File: src/hw/rtl/alpf_pkg.sv
// shared types, constants and helpers of the acceleration-limited position follower
package alpf_pkg;

    localparam int POS_W      = 32;
    localparam int MAG_W      = 31;
    localparam int DT_W       = 16;
    localparam int CMD_W      = 2;
    localparam int CFG_IDX_W  = 3;
    localparam int CFG_DATA_W = 32;
    localparam int CNT_W      = 5;

    // last count of the shift-add and shift-subtract loops
    localparam logic [CNT_W-1:0] WIDE_LAST   = CNT_W'(MAG_W - 1);
    localparam logic [CNT_W-1:0] NARROW_LAST = CNT_W'(DT_W - 1);

    typedef enum logic [CMD_W-1:0] {
        CMD_TICK         = 2'd0,
        CMD_SET_TARGET   = 2'd1,
        CMD_SET_POSITION = 2'd2
    } cmd_t;

    localparam logic [CFG_IDX_W-1:0] REG_TARGET_MIN     = 3'd0;
    localparam logic [CFG_IDX_W-1:0] REG_TARGET_MAX     = 3'd1;
    localparam logic [CFG_IDX_W-1:0] REG_VELOCITY_LIMIT = 3'd2;
    localparam logic [CFG_IDX_W-1:0] REG_SLOWDOWN_DIST  = 3'd3;
    localparam logic [CFG_IDX_W-1:0] REG_ACCELERATION   = 3'd4;
    localparam logic [CFG_IDX_W-1:0] REG_ARRIVE_TOL     = 3'd5;

    localparam logic signed [POS_W-1:0] RST_TARGET_MIN     = 32'sh8000_0000;
    localparam logic signed [POS_W-1:0] RST_TARGET_MAX     = 32'sh7FFF_FFFF;
    localparam logic [MAG_W-1:0]        RST_VELOCITY_LIMIT = 31'd655360;
    localparam logic [MAG_W-1:0]        RST_SLOWDOWN_DIST  = 31'd131072;
    localparam logic [MAG_W-1:0]        RST_ACCELERATION   = 31'd65536;
    localparam logic [MAG_W-1:0]        RST_ARRIVE_TOL     = 31'd6554;

    typedef enum logic [9:0] {
        ST_IDLE      = 10'b00_0000_0001,
        ST_CHECK     = 10'b00_0000_0010,
        ST_MUL_WANT  = 10'b00_0000_0100,
        ST_DIVIDE    = 10'b00_0000_1000,
        ST_MUL_DV    = 10'b00_0001_0000,
        ST_RAMP      = 10'b00_0010_0000,
        ST_PREP_STEP = 10'b00_0100_0000,
        ST_MUL_STEP  = 10'b00_1000_0000,
        ST_MOVE      = 10'b01_0000_0000,
        ST_DONE      = 10'b10_0000_0000
    } state_t;

    // |a - b| of two signed words, never overflows 33 bits
    function automatic logic [POS_W:0] abs_diff(
        input logic signed [POS_W-1:0] a,
        input logic signed [POS_W-1:0] b
    );
        logic [POS_W:0] d_ab;
        logic [POS_W:0] d_ba;
        d_ab = {a[POS_W-1], a} - {b[POS_W-1], b};
        d_ba = {b[POS_W-1], b} - {a[POS_W-1], a};
        return d_ab[POS_W] ? d_ba : d_ab;
    endfunction

endpackage

File: src/hw/rtl/accel_limited_position_follower_core.sv
// top level of the acceleration-limited position follower, bit-serial datapath
//
// input channel: in_valid / in_stall with cmd, elapsed, operand_value; one beat
// per command. output channel: out_valid / out_stall with position, speed,
// distance and reached; exactly one beat per input beat, in order.
// configuration: cfg_write with cfg_index / cfg_data, taken at any edge; the user
// must see that it is only written while the block is idle, the block does not
// enforce this. indexes beyond the register list are ignored. set commands,
// unused commands and ticks with zero elapsed time go straight to the done
// state and give their result beat from there. a tick that moves runs one
// shift-add unit over the 31-bit wanted-speed product, a restoring divider that
// yields one quotient bit per cycle, then two shift-adds over elapsed; a tick
// at or beyond the slowdown distance skips the product and the divide. an
// arrived tick goes from the check straight to the done state. one command is
// in work at a time; in_stall is low only while the sequencer is idle, and a
// finished beat may wait in the output register while the next command is
// already accepted. if the receiver stalls, the output beat holds and the next
// finished result waits in the sequencer until the register frees.
// reset (rst_n low, asynchronous) clears position, target and velocity, loads
// the register defaults and empties the output register.
module accel_limited_position_follower_core
    import alpf_pkg::*;
(
    input  logic                         clk,
    input  logic                         rst_n,
    input  logic                         in_valid,
    output logic                         in_stall,
    input  logic [CMD_W-1:0]             cmd,
    input  logic [DT_W-1:0]              elapsed,
    input  logic signed [POS_W-1:0]      operand_value,
    output logic                         out_valid,
    input  logic                         out_stall,
    output logic signed [POS_W-1:0]      position,
    output logic signed [POS_W-1:0]      speed,
    output logic [MAG_W-1:0]             distance,
    output logic                         reached,
    input  logic                         cfg_write,
    input  logic [CFG_IDX_W-1:0]         cfg_index,
    input  logic [CFG_DATA_W-1:0]        cfg_data
);

    localparam logic signed [POS_W+1:0] SAT_HI = 34'sd2147483647;
    localparam logic signed [POS_W+1:0] SAT_LO = -34'sd2147483648;

    state_t state_reg, state_next;

    logic signed [POS_W-1:0] target_min_reg, target_min_next;
    logic signed [POS_W-1:0] target_max_reg, target_max_next;
    logic [MAG_W-1:0]        vlimit_reg, vlimit_next;
    logic [MAG_W-1:0]        slowdown_reg, slowdown_next;
    logic [MAG_W-1:0]        accel_reg, accel_next;
    logic [MAG_W-1:0]        tol_reg, tol_next;

    logic signed [POS_W-1:0] position_reg, position_next;
    logic signed [POS_W-1:0] target_reg, target_next;
    logic signed [POS_W-1:0] velocity_reg, velocity_next;

    logic [CNT_W-1:0]        count_reg, count_next;
    logic [POS_W-1:0]        hi_reg, hi_next;
    logic [MAG_W-1:0]        lo_reg, lo_next;
    logic [POS_W-1:0]        mcand_reg, mcand_next;
    logic [MAG_W-1:0]        wmag_reg, wmag_next;
    logic [DT_W-1:0]         dt_reg, dt_next;
    logic                    neg_reg, neg_next;

    logic                    out_valid_reg, out_valid_next;
    logic signed [POS_W-1:0] out_position_reg, out_position_next;
    logic signed [POS_W-1:0] out_speed_reg, out_speed_next;
    logic [MAG_W-1:0]        out_distance_reg, out_distance_next;
    logic                    out_reached_reg, out_reached_next;

    logic                    in_accept;
    logic [POS_W:0]          gap;
    logic [POS_W:0]          mul_sum;
    logic [POS_W-1:0]        div_trial;
    logic                    div_ge;
    logic [POS_W-1:0]        div_rem;
    logic signed [POS_W+1:0] ramp_wanted;
    logic signed [POS_W+1:0] ramp_vel;
    logic signed [POS_W+1:0] ramp_dv;
    logic signed [POS_W+1:0] ramp_up;
    logic signed [POS_W+1:0] ramp_dn;
    logic signed [POS_W+1:0] ramp_new;
    logic signed [POS_W+1:0] move_step;
    logic signed [POS_W+1:0] move_sum;
    logic signed [POS_W+1:0] move_sat;

    assign in_stall  = (state_reg != ST_IDLE);
    assign in_accept = in_valid && !in_stall;

    assign out_valid = out_valid_reg;
    assign position  = out_position_reg;
    assign speed     = out_speed_reg;
    assign distance  = out_distance_reg;
    assign reached   = out_reached_reg;

    // distance between target and position, used by the arrival test and the report
    assign gap = abs_diff(target_reg, position_reg);

    // one shift-add step: add the multiplicand when the low multiplier bit is set
    assign mul_sum = {1'b0, hi_reg} + (lo_reg[0] ? {1'b0, mcand_reg} : '0);

    // one restoring divide step: partial remainder sits in hi, quotient shifts into lo
    assign div_trial = {hi_reg[MAG_W-1:0], lo_reg[MAG_W-1]};
    assign div_ge    = (div_trial >= {1'b0, slowdown_reg});
    assign div_rem   = div_ge ? (div_trial - {1'b0, slowdown_reg}) : div_trial;

    // velocity ramp toward the wanted speed, clamped so it never passes it
    always_comb
    begin
        ramp_wanted = neg_reg ? -$signed({3'b000, wmag_reg}) : $signed({3'b000, wmag_reg});
        ramp_vel    = {{2{velocity_reg[POS_W-1]}}, velocity_reg};
        ramp_dv     = $signed({3'b000, hi_reg[MAG_W-1:0]});
        ramp_up     = ramp_vel + ramp_dv;
        ramp_dn     = ramp_vel - ramp_dv;
        if (ramp_vel < ramp_wanted)
        begin
            ramp_new = (ramp_up > ramp_wanted) ? ramp_wanted : ramp_up;
        end
        else
        begin
            ramp_new = (ramp_dn < ramp_wanted) ? ramp_wanted : ramp_dn;
        end
    end

    // position advance by the truncated step, saturated to the word
    always_comb
    begin
        move_step = velocity_reg[POS_W-1] ? -$signed({2'b00, hi_reg})
                                          : $signed({2'b00, hi_reg});
        move_sum  = {{2{position_reg[POS_W-1]}}, position_reg} + move_step;
        priority if (move_sum > SAT_HI)
        begin
            move_sat = SAT_HI;
        end
        else if (move_sum < SAT_LO)
        begin
            move_sat = SAT_LO;
        end
        else
        begin
            move_sat = move_sum;
        end
    end

    always_comb
    begin
        state_next        = state_reg;
        target_min_next   = target_min_reg;
        target_max_next   = target_max_reg;
        vlimit_next       = vlimit_reg;
        slowdown_next     = slowdown_reg;
        accel_next        = accel_reg;
        tol_next          = tol_reg;
        position_next     = position_reg;
        target_next       = target_reg;
        velocity_next     = velocity_reg;
        count_next        = count_reg;
        hi_next           = hi_reg;
        lo_next           = lo_reg;
        mcand_next        = mcand_reg;
        wmag_next         = wmag_reg;
        dt_next           = dt_reg;
        neg_next          = neg_reg;
        out_valid_next    = out_valid_reg;
        out_position_next = out_position_reg;
        out_speed_next    = out_speed_reg;
        out_distance_next = out_distance_reg;
        out_reached_next  = out_reached_reg;

        if (cfg_write)
        begin
            unique case (cfg_index)
                REG_TARGET_MIN:     target_min_next = $signed(cfg_data);
                REG_TARGET_MAX:     target_max_next = $signed(cfg_data);
                REG_VELOCITY_LIMIT: vlimit_next     = cfg_data[MAG_W-1:0];
                REG_SLOWDOWN_DIST:  slowdown_next   = cfg_data[MAG_W-1:0];
                REG_ACCELERATION:   accel_next      = cfg_data[MAG_W-1:0];
                REG_ARRIVE_TOL:     tol_next        = cfg_data[MAG_W-1:0];
                default:            ;
            endcase
        end

        if (out_valid_reg && !out_stall)
        begin
            out_valid_next = 1'b0;
        end

        unique case (state_reg)
            ST_IDLE:
            begin
                if (in_accept)
                begin
                    state_next = ST_DONE;
                    unique case (cmd_t'(cmd))
                        CMD_TICK:
                        begin
                            dt_next = elapsed;
                            if (elapsed != '0)
                            begin
                                state_next = ST_CHECK;
                            end
                        end
                        CMD_SET_TARGET:
                        begin
                            priority if (operand_value > target_max_reg)
                            begin
                                target_next = target_max_reg;
                            end
                            else if (operand_value < target_min_reg)
                            begin
                                target_next = target_min_reg;
                            end
                            else
                            begin
                                target_next = operand_value;
                            end
                        end
                        CMD_SET_POSITION:
                        begin
                            position_next = operand_value;
                            target_next   = operand_value;
                            velocity_next = '0;
                        end
                        default: ;
                    endcase
                end
            end

            ST_CHECK:
            begin
                neg_next = (target_reg < position_reg);
                priority if (gap <= {2'b00, tol_reg})
                begin
                    velocity_next = '0;
                    state_next    = ST_DONE;
                end
                else if (gap >= {2'b00, slowdown_reg})
                begin
                    // far side of the slowdown distance: full speed wanted
                    wmag_next  = vlimit_reg;
                    mcand_next = {1'b0, accel_reg};
                    hi_next    = '0;
                    lo_next    = {{(MAG_W-DT_W){1'b0}}, dt_reg};
                    count_next = NARROW_LAST;
                    state_next = ST_MUL_DV;
                end
                else
                begin
                    mcand_next = {1'b0, vlimit_reg};
                    hi_next    = '0;
                    lo_next    = gap[MAG_W-1:0];
                    count_next = WIDE_LAST;
                    state_next = ST_MUL_WANT;
                end
            end

            ST_MUL_WANT:
            begin
                hi_next    = mul_sum[POS_W:1];
                lo_next    = {mul_sum[0], lo_reg[MAG_W-1:1]};
                count_next = count_reg - 1'b1;
                if (count_reg == '0)
                begin
                    // product upper half is below the divisor, so it seeds the remainder
                    count_next = WIDE_LAST;
                    state_next = ST_DIVIDE;
                end
            end

            ST_DIVIDE:
            begin
                hi_next    = div_rem;
                lo_next    = {lo_reg[MAG_W-2:0], div_ge};
                count_next = count_reg - 1'b1;
                if (count_reg == '0)
                begin
                    wmag_next  = {lo_reg[MAG_W-2:0], div_ge};
                    mcand_next = {1'b0, accel_reg};
                    hi_next    = '0;
                    lo_next    = {{(MAG_W-DT_W){1'b0}}, dt_reg};
                    count_next = NARROW_LAST;
                    state_next = ST_MUL_DV;
                end
            end

            ST_MUL_DV:
            begin
                hi_next    = mul_sum[POS_W:1];
                lo_next    = {mul_sum[0], lo_reg[MAG_W-1:1]};
                count_next = count_reg - 1'b1;
                if (count_reg == '0)
                begin
                    state_next = ST_RAMP;
                end
            end

            ST_RAMP:
            begin
                velocity_next = ramp_new[POS_W-1:0];
                state_next    = ST_PREP_STEP;
            end

            ST_PREP_STEP:
            begin
                mcand_next = velocity_reg[POS_W-1] ? (~velocity_reg + 1'b1) : velocity_reg;
                hi_next    = '0;
                lo_next    = {{(MAG_W-DT_W){1'b0}}, dt_reg};
                count_next = NARROW_LAST;
                state_next = ST_MUL_STEP;
            end

            ST_MUL_STEP:
            begin
                hi_next    = mul_sum[POS_W:1];
                lo_next    = {mul_sum[0], lo_reg[MAG_W-1:1]};
                count_next = count_reg - 1'b1;
                if (count_reg == '0)
                begin
                    state_next = ST_MOVE;
                end
            end

            ST_MOVE:
            begin
                position_next = move_sat[POS_W-1:0];
                state_next    = ST_DONE;
            end

            ST_DONE:
            begin
                // wait here while the output register still holds a stalled beat
                if (!out_valid_reg || !out_stall)
                begin
                    out_valid_next    = 1'b1;
                    out_position_next = position_reg;
                    out_speed_next    = velocity_reg;
                    out_distance_next = gap[POS_W:MAG_W] != '0 ? {MAG_W{1'b1}}
                                                                : gap[MAG_W-1:0];
                    out_reached_next  = (gap <= {2'b00, tol_reg});
                    state_next        = ST_IDLE;
                end
            end

            default:
            begin
                state_next = ST_IDLE;
            end
        endcase
    end

    always_ff @(posedge clk or negedge rst_n)
    begin
        if (!rst_n)
        begin
            state_reg      <= ST_IDLE;
            target_min_reg <= RST_TARGET_MIN;
            target_max_reg <= RST_TARGET_MAX;
            vlimit_reg     <= RST_VELOCITY_LIMIT;
            slowdown_reg   <= RST_SLOWDOWN_DIST;
            accel_reg      <= RST_ACCELERATION;
            tol_reg        <= RST_ARRIVE_TOL;
            position_reg   <= '0;
            target_reg     <= '0;
            velocity_reg   <= '0;
            count_reg      <= '0;
            out_valid_reg  <= 1'b0;
        end
        else
        begin
            state_reg      <= state_next;
            target_min_reg <= target_min_next;
            target_max_reg <= target_max_next;
            vlimit_reg     <= vlimit_next;
            slowdown_reg   <= slowdown_next;
            accel_reg      <= accel_next;
            tol_reg        <= tol_next;
            position_reg   <= position_next;
            target_reg     <= target_next;
            velocity_reg   <= velocity_next;
            count_reg      <= count_next;
            out_valid_reg  <= out_valid_next;
        end
    end

    always_ff @(posedge clk)
    begin
        hi_reg           <= hi_next;
        lo_reg           <= lo_next;
        mcand_reg        <= mcand_next;
        wmag_reg         <= wmag_next;
        dt_reg           <= dt_next;
        neg_reg          <= neg_next;
        out_position_reg <= out_position_next;
        out_speed_reg    <= out_speed_next;
        out_distance_reg <= out_distance_next;
        out_reached_reg  <= out_reached_next;
    end

endmodule

File: config.mk
export PLATFORM = sky130hd
export DESIGN_NAME = accel_limited_position_follower_core
export DESIGN_NICKNAME = d
export VERILOG_FILES = /design/src/hw/rtl/alpf_pkg.sv /design/src/hw/rtl/accel_limited_position_follower_core.sv
export SDC_FILE = /design/constraint.sdc
export NUM_CORES = 2
export LEC_CHECK = 0
export ABC_AREA = 1
export ABC_CLOCK_PERIOD_IN_PS = 8340
export BUFFER_PORTS_ARGS = -buffer_cell sky130_fd_sc_hd__buf_2
export CAP_MARGIN = 15
export CORE_UTILIZATION = 45
export DETAILED_ROUTE_END_ITERATION = 12
export SYNTH_ARGS = -nofsm -noshare
export SYNTH_HDL_FRONTEND = slang
export SYNTH_SLANG_ARGS = --single-unit
File: constraint.sdc
create_clock -name clk -period 8.34 [get_ports clk]
set_input_delay 0.834 -clock clk [delete_from_list [all_inputs] [get_ports clk]]
set_output_delay 0.834 -clock clk [all_outputs]
set_load 0.01 [all_outputs]
## After elaboration in Yosys (flattened, before gate mapping)

Index checks and enable logic that the tools add are counted.

| operators by class | value |
|---|---|
| add/sub/neg operators | 11 |
| order comparisons | 11 |
| eq/ne operators | 28 |
| muxes and demuxes | 55 |
| bitwise logic cells | 1 |
| reduce and logical (&&, ||, !) cells | 36 |

Operators by type and width:

| operator | number |
|---|---|
| 2-to-1 mux 32 bit | 19 |
| 2-to-1 mux 31 bit | 7 |
| one-hot mux 32 bit (3 select lines) | 2 |
| one-hot mux 32 bit (2 select lines) | 2 |
| one-hot mux 32 bit (4 select lines) | 1 |
| one-hot mux 31 bit (4 select lines) | 1 |
| one-hot mux 10 bit (10 select lines) | 1 |
| subtractor 32 x 32 -> 33 bit | 3 |
| 2-to-1 mux 10 bit | 9 |
| 2-to-1 mux 34 bit | 2 |
| adder 32 x 32 -> 33 bit | 2 |
| < comparator 32 bit | 2 |
| one-hot mux 31 bit (2 select lines) | 1 |
| adder 34 bit | 1 |
| > comparator 33 x 34 -> 1 bit | 1 |
| > comparator 34 x 32 -> 1 bit, second input constant | 1 |
| < comparator 32 x 34 -> 1 bit | 1 |
| < comparator 33 x 34 -> 1 bit | 1 |
| < comparator 34 x 32 -> 1 bit, second input constant | 1 |
| negation 31 -> 34 bit | 1 |
| negation 32 -> 34 bit | 1 |
| greater-or-equal comparator 33 x 31 -> 1 bit | 1 |
| less-or-equal comparator 33 x 31 -> 1 bit | 1 |
| 2-to-1 mux 33 bit | 1 |
| other kinds (44) | 79 |

| storage, ports and cells | value |
|---|---|
| bits in registers | 539 |
| input port bits | 90 |
| output and inout bits | 98 |
| word-level logic and storage cells | 164 |

## Depth between registers and ports, before layout

| depth | value |
|---|---|
| depth in word-level cells | 7 |
| gate-level depth with buffers | 42 |
| mapped depth without buffers | 39 |

## Worst setup path before layout

OpenSTA, ideal clock, no wires.

| path | value |
|---|---|
| path kind | flip-flop to flip-flop |
| from | register state_reg[5] |
| to | register out_distance_reg[0] (netlist: distance[0]), enable pin |
| library setup time | 0.582 ns |
| data arrival time | 5.600 ns |
| required time | 7.758 ns |
| slack | 2.158 ns |
| stages on the path, launching flop included | 6 |
| buffers on the path | 0 |
| clock period less this slack | 6.182 ns |
| cell sequence | dfrtp_1 nor2_1 nand2_1 inv_1 nand4_1 a21oi_1 |

| between the ends | value |
|---|---|
| word-level cells in the longest chain between the ends | 2 |

Ends and longest elaborated chain:

| what | RTL line | RTL |
|---|---|---|
| from (decl) | accel_limited_position_follower_core.sv:45 | `state_t state_reg, state_next;` |
| from (signal assigned) | accel_limited_position_follower_core.sv:371 | `state_reg <= state_next;` |
| equality test 10 bit | accel_limited_position_follower_core.sv:189 | `unique case (state_reg)` |
| AND reduction 2 bit (no source line) | -- |  |
| to (signal assigned) | accel_limited_position_follower_core.sv:396 | `out_distance_reg <= out_distance_next;` |
| to (decl) | accel_limited_position_follower_core.sv:69 | `logic [MAG_W-1:0] out_distance_reg, out_distance_next;` |

Every way passes these cells.
A chain may end at the register's enable or synchronous reset.

## Worst setup path after layout

| path | value |
|---|---|
| from | register position_reg[31] |
| to | register hi_reg[31], enable pin |

| between the ends | value |
|---|---|
| word-level cells in the longest chain between the ends | 5 |
| elaborated cells between the ends (all ways) | 6 |
| those cells by class | 2 x add/sub; 1 x order compare; 1 x eq/ne; 1 x mux; 1 x reduce/logical |

Ends and longest elaborated chain:

| what | RTL line | RTL |
|---|---|---|
| from (decl) | accel_limited_position_follower_core.sv:54 | `logic signed [POS_W-1:0] position_reg, position_next;` |
| from (signal assigned) | accel_limited_position_follower_core.sv:378 | `position_reg <= position_next;` |
| subtractor 32 x 32 -> 33 bit | alpf_pkg.sv:56 | `d_ab = {a[POS_W-1], a} - {b[POS_W-1], b};` |
| 2-to-1 mux 33 bit | alpf_pkg.sv:58 | `return d_ab[POS_W] ? d_ba : d_ab;` |
| via gap[8] | accel_limited_position_follower_core.sv:73 | `logic [POS_W:0] gap;` |
| less-or-equal comparator 33 x 31 -> 1 bit | accel_limited_position_follower_core.sv:233 | `priority if (gap <= {2'b00, tol_reg})` |
| inequality test 2 bit (no source line) | -- |  |
| AND reduction 2 bit (no source line) | -- |  |
| to (signal assigned) | accel_limited_position_follower_core.sv:388 | `hi_reg <= hi_next;` |
| to (decl) | accel_limited_position_follower_core.sv:59 | `logic [POS_W-1:0] hi_reg, hi_next;` |

The timed path passes the listed nets, and every way through them passes these cells.

==> results.ini <==
[status]
status = finished, final reports clean

[timing]
slew_headroom_pct = 23.8
worst_slack_ns = 1.78
fmax_mhz = 152
rsz0062_at_grt = false
finalHoldViolCount = 0
clock_skew_ns = 0.0327
whs_ns = 0.131
setup_viol = 0
worstMarginPinSlew_ns = 1.14
fin_crit_ns = 6.56
finalMaxSlewViolations = 0
setup_tns_ns = 0
finalCritPeriodShare_pct = 78.7

[critical_path]
crit_family = simple AND/OR/NAND/NOR gates
reg2reg_depth = 31
criticalPathCategory = reg -> reg
critPathMaxFanout = 41
critPathBufInv = 5
worst_setup_path_end_kind = flop
timing.rr.end = hi_reg[31]$_DFFE_PP_
reg2reg_slack_ns = 1.78
cpMostUsedCell = nand2_1
arrival_ns = 6.87
cpMaxStageDelayCell = inv_2
worstSetupStartpointType = flop
required_ns = 8.65
r2r-start = position_reg[31]$_DFFE_PN0P_
cpPeakStageDelay_ns = 0.79

[die]
core-area_sq_mm = 0.102
fp.dieW_um = 324
start_util_pct = 45.6
die_h_um = 324
pin_count = 188
die_area_sq_mm = 0.105
fp-row-count = 117

[placement]
gp_congestion = 1.07
placed_area_sq_mm = 0.0489
dp.cells = 8118
port_buffers = 187
place_ws_ns = 1.85
hpwl_um = 165000

[yosys]
synth-seq-cells = 539
synth_ff_type = dfrtp_1
yosys.area.top_type = nand2_1
yosysUniqueCellTypes = 59
syn_inst = 6716
async_flop_share_pct = 55.7
synth.avg_cell_area_sq_um = 6.93
synthTopCellsByArea = nand2_1 16%, edfxtp_1 15%, dfrtp_1 14%
synth_top_area_share_pct = 15.5
synth_area_sq_mm = 0.0465
syn_nets = 7267
yosysWarningCount = 0
synth_edf_count = 239
yosysSeqAreaShare_pct = 31.7

[drt]
ant_nets = 0
drt_first_pass_iters = 8
wirelength_um = 207000
viasPerCell = 5.81
drc = 0
via_count = 48000
wl_per_cell_um = 25.0
drtIter0Drc = 6272

[finish]
stdcell_count = 8257
fillers = 10600
fin_util_pct = 50.2
final_cell_area_sq_mm = 0.0513
final_nets = 7376
largest_reg_flops = 64
layout-drive-gt1-share_pct = 6.96
area_delta_synth_final_pct = 10.2

[clocking]
cts.sinks = 539
clk_path_buf_depth = 3
cts.repair.resized = 0
cts_setup_buffers = 0
numCtsBuffers = 69
cts_max_level = 3
cts_tree = built
hold_buffers = 0
clk_latency_ns = 0.68
clockRootBuffer = clkbuf_16
cts.clk_slew.worst_paths_ns = 0.05

[global_routing]
busiest_layer = met1
grt_max_degree = 142
grt_pass1_vias = 43200
grt_first_pass_wirelength_um = 296000
grt_overflow = 0
grt_use_total_pct = 38.8
grt_antenna_before_repair = 8
use_met2_pct = 53.4
met1_usage_pct = 57.7
gr-usage-met3_pct = 9.59

[power_and_ir_drop]
cellPowerDensity_mw_per_mm2 = 462
p_leak_nw = 25.9
vdd_drop_max_mv = 0.468
total_power_mw = 23.7

[min_path]
hold_class = in -> async

[run]
cap_violations = 0

[layout make-up]
type                            instances  area [sq um]  area share [%]
Multi-Input combinational cell       5011         27400            53.4
Sequential cell                       539         14700            28.7
Inverter                              950          3570            6.96
Clock buffer                           90          1870            3.64
Tap cell                             1368          1710            3.34
Timing Repair Buffer                  254          1550            3.02
Clock inverter                         38           440           0.859
Antenna cell                            7          17.5          0.0341
[routing by layer]
metal | part of all wire [%] | vias up | wire [um]
li1 | - | 22400 | -
met1 | 45 | 22700 | 92900
met2 | 40 | 2608 | 81600
met3 | 11 | 340 | 23700
met4 | 4.0 | 2 | 8360
met5 | 0.0034 | - | 7
[cell usage after synthesis (all sizes together), types with 12 or more instances]
cell type / instances
inv: 948
o211ai: 27
ha: 454
buf: 49
nor3: 96
nor4: 30
a21boi: 14
or2: 21
nor2: 468
o22ai: 14
o21bai: 53
nand3: 414
xnor2: 27
nand4: 94
dfstp: 44
a21o: 30
a21oi: 504
clkbuf: 167
a221oi: 19
a211oi: 14
o21a: 19
nand3b: 12
a31oi: 23
nand2: 1934
xor2: 164
o21ai: 521
a32oi: 16
edfxtp: 239
dfrtp: 256
[power by group]
group / internal [mW] / total [mW] / switching (mW)
clock network: 1.77 / 3.12 / 1.35
registers: 3.81 / 4.42 / 0.604
logic: 4.44 / 16.2 / 11.7
total: 10.0 / 23.7 / 13.7
[cell families (layout without fill, tap and decap cells)]
kind of cell	count (synthesis)	count (layout)	share of synthesized area, %
DFF	539	539	31.7
adders and majority gates	461	461	12.5
buffers and inverters	1166	1332	9.65
other	0	7	0
AOI/OAI and AO/OA	1284	1284	15.3
xor gates and xnor gates	191	191	3.59
and+or+nand+nor	3075	3075	27.3
[worst max-delay path by stage]
stage | depth (start not counted) | to | from
floorplan | 5 | distance[0]$_SDFFCE_PN1P_ | state_reg[5]$_DFFE_PN0P_
global placement | 28 | wmag_reg[29]$_DFFE_PP_ | position_reg[21]$_DFFE_PN0P_
detailed placement | 28 | wmag_reg[26]$_DFFE_PP_ | position_reg[31]$_DFFE_PN0P_
CTS | 28 | wmag_reg[23]$_DFFE_PP_ | position_reg[31]$_DFFE_PN0P_
global route | 31 | hi_reg[31]$_DFFE_PP_ | position_reg[31]$_DFFE_PN0P_
finish | 31 | hi_reg[31]$_DFFE_PP_ | position_reg[31]$_DFFE_PN0P_
[cells in the final DEF (no fill, tap or decap), types with 8 or more instances in the layout]
cell type and count:
edfxtp_1 239, a221oi_1 19, o21ai_0 489, xor2_1 164, nand2_2 13, a211oi_1 14
nor2_2 8, clkbuf_16 70, a21boi_0 13, a31oi_1 23, or2_2 21, nand4_1 94
o21ai_1 31, nand2_1 1918, o21a_1 19, a32oi_1 16, o22ai_1 14, nor4_1 27
dfrtp_1 255, o211ai_1 27, o2111ai_1 9, a21oi_1 500, nand3_1 410, xnor2_1 27
buf_2 187, dfstp_2 44, inv_1 935, nor2_1 457, ha_1 454, a21o_1 30
clkinv_2 9, clkbuf_1 16, buf_4 60, o31ai_1 9, clkinv_1 11, nand3b_1 12
inv_2 12, o21bai_1 53, nor3_1 94
No activity file was read; power rests on OpenSTA's default activity.
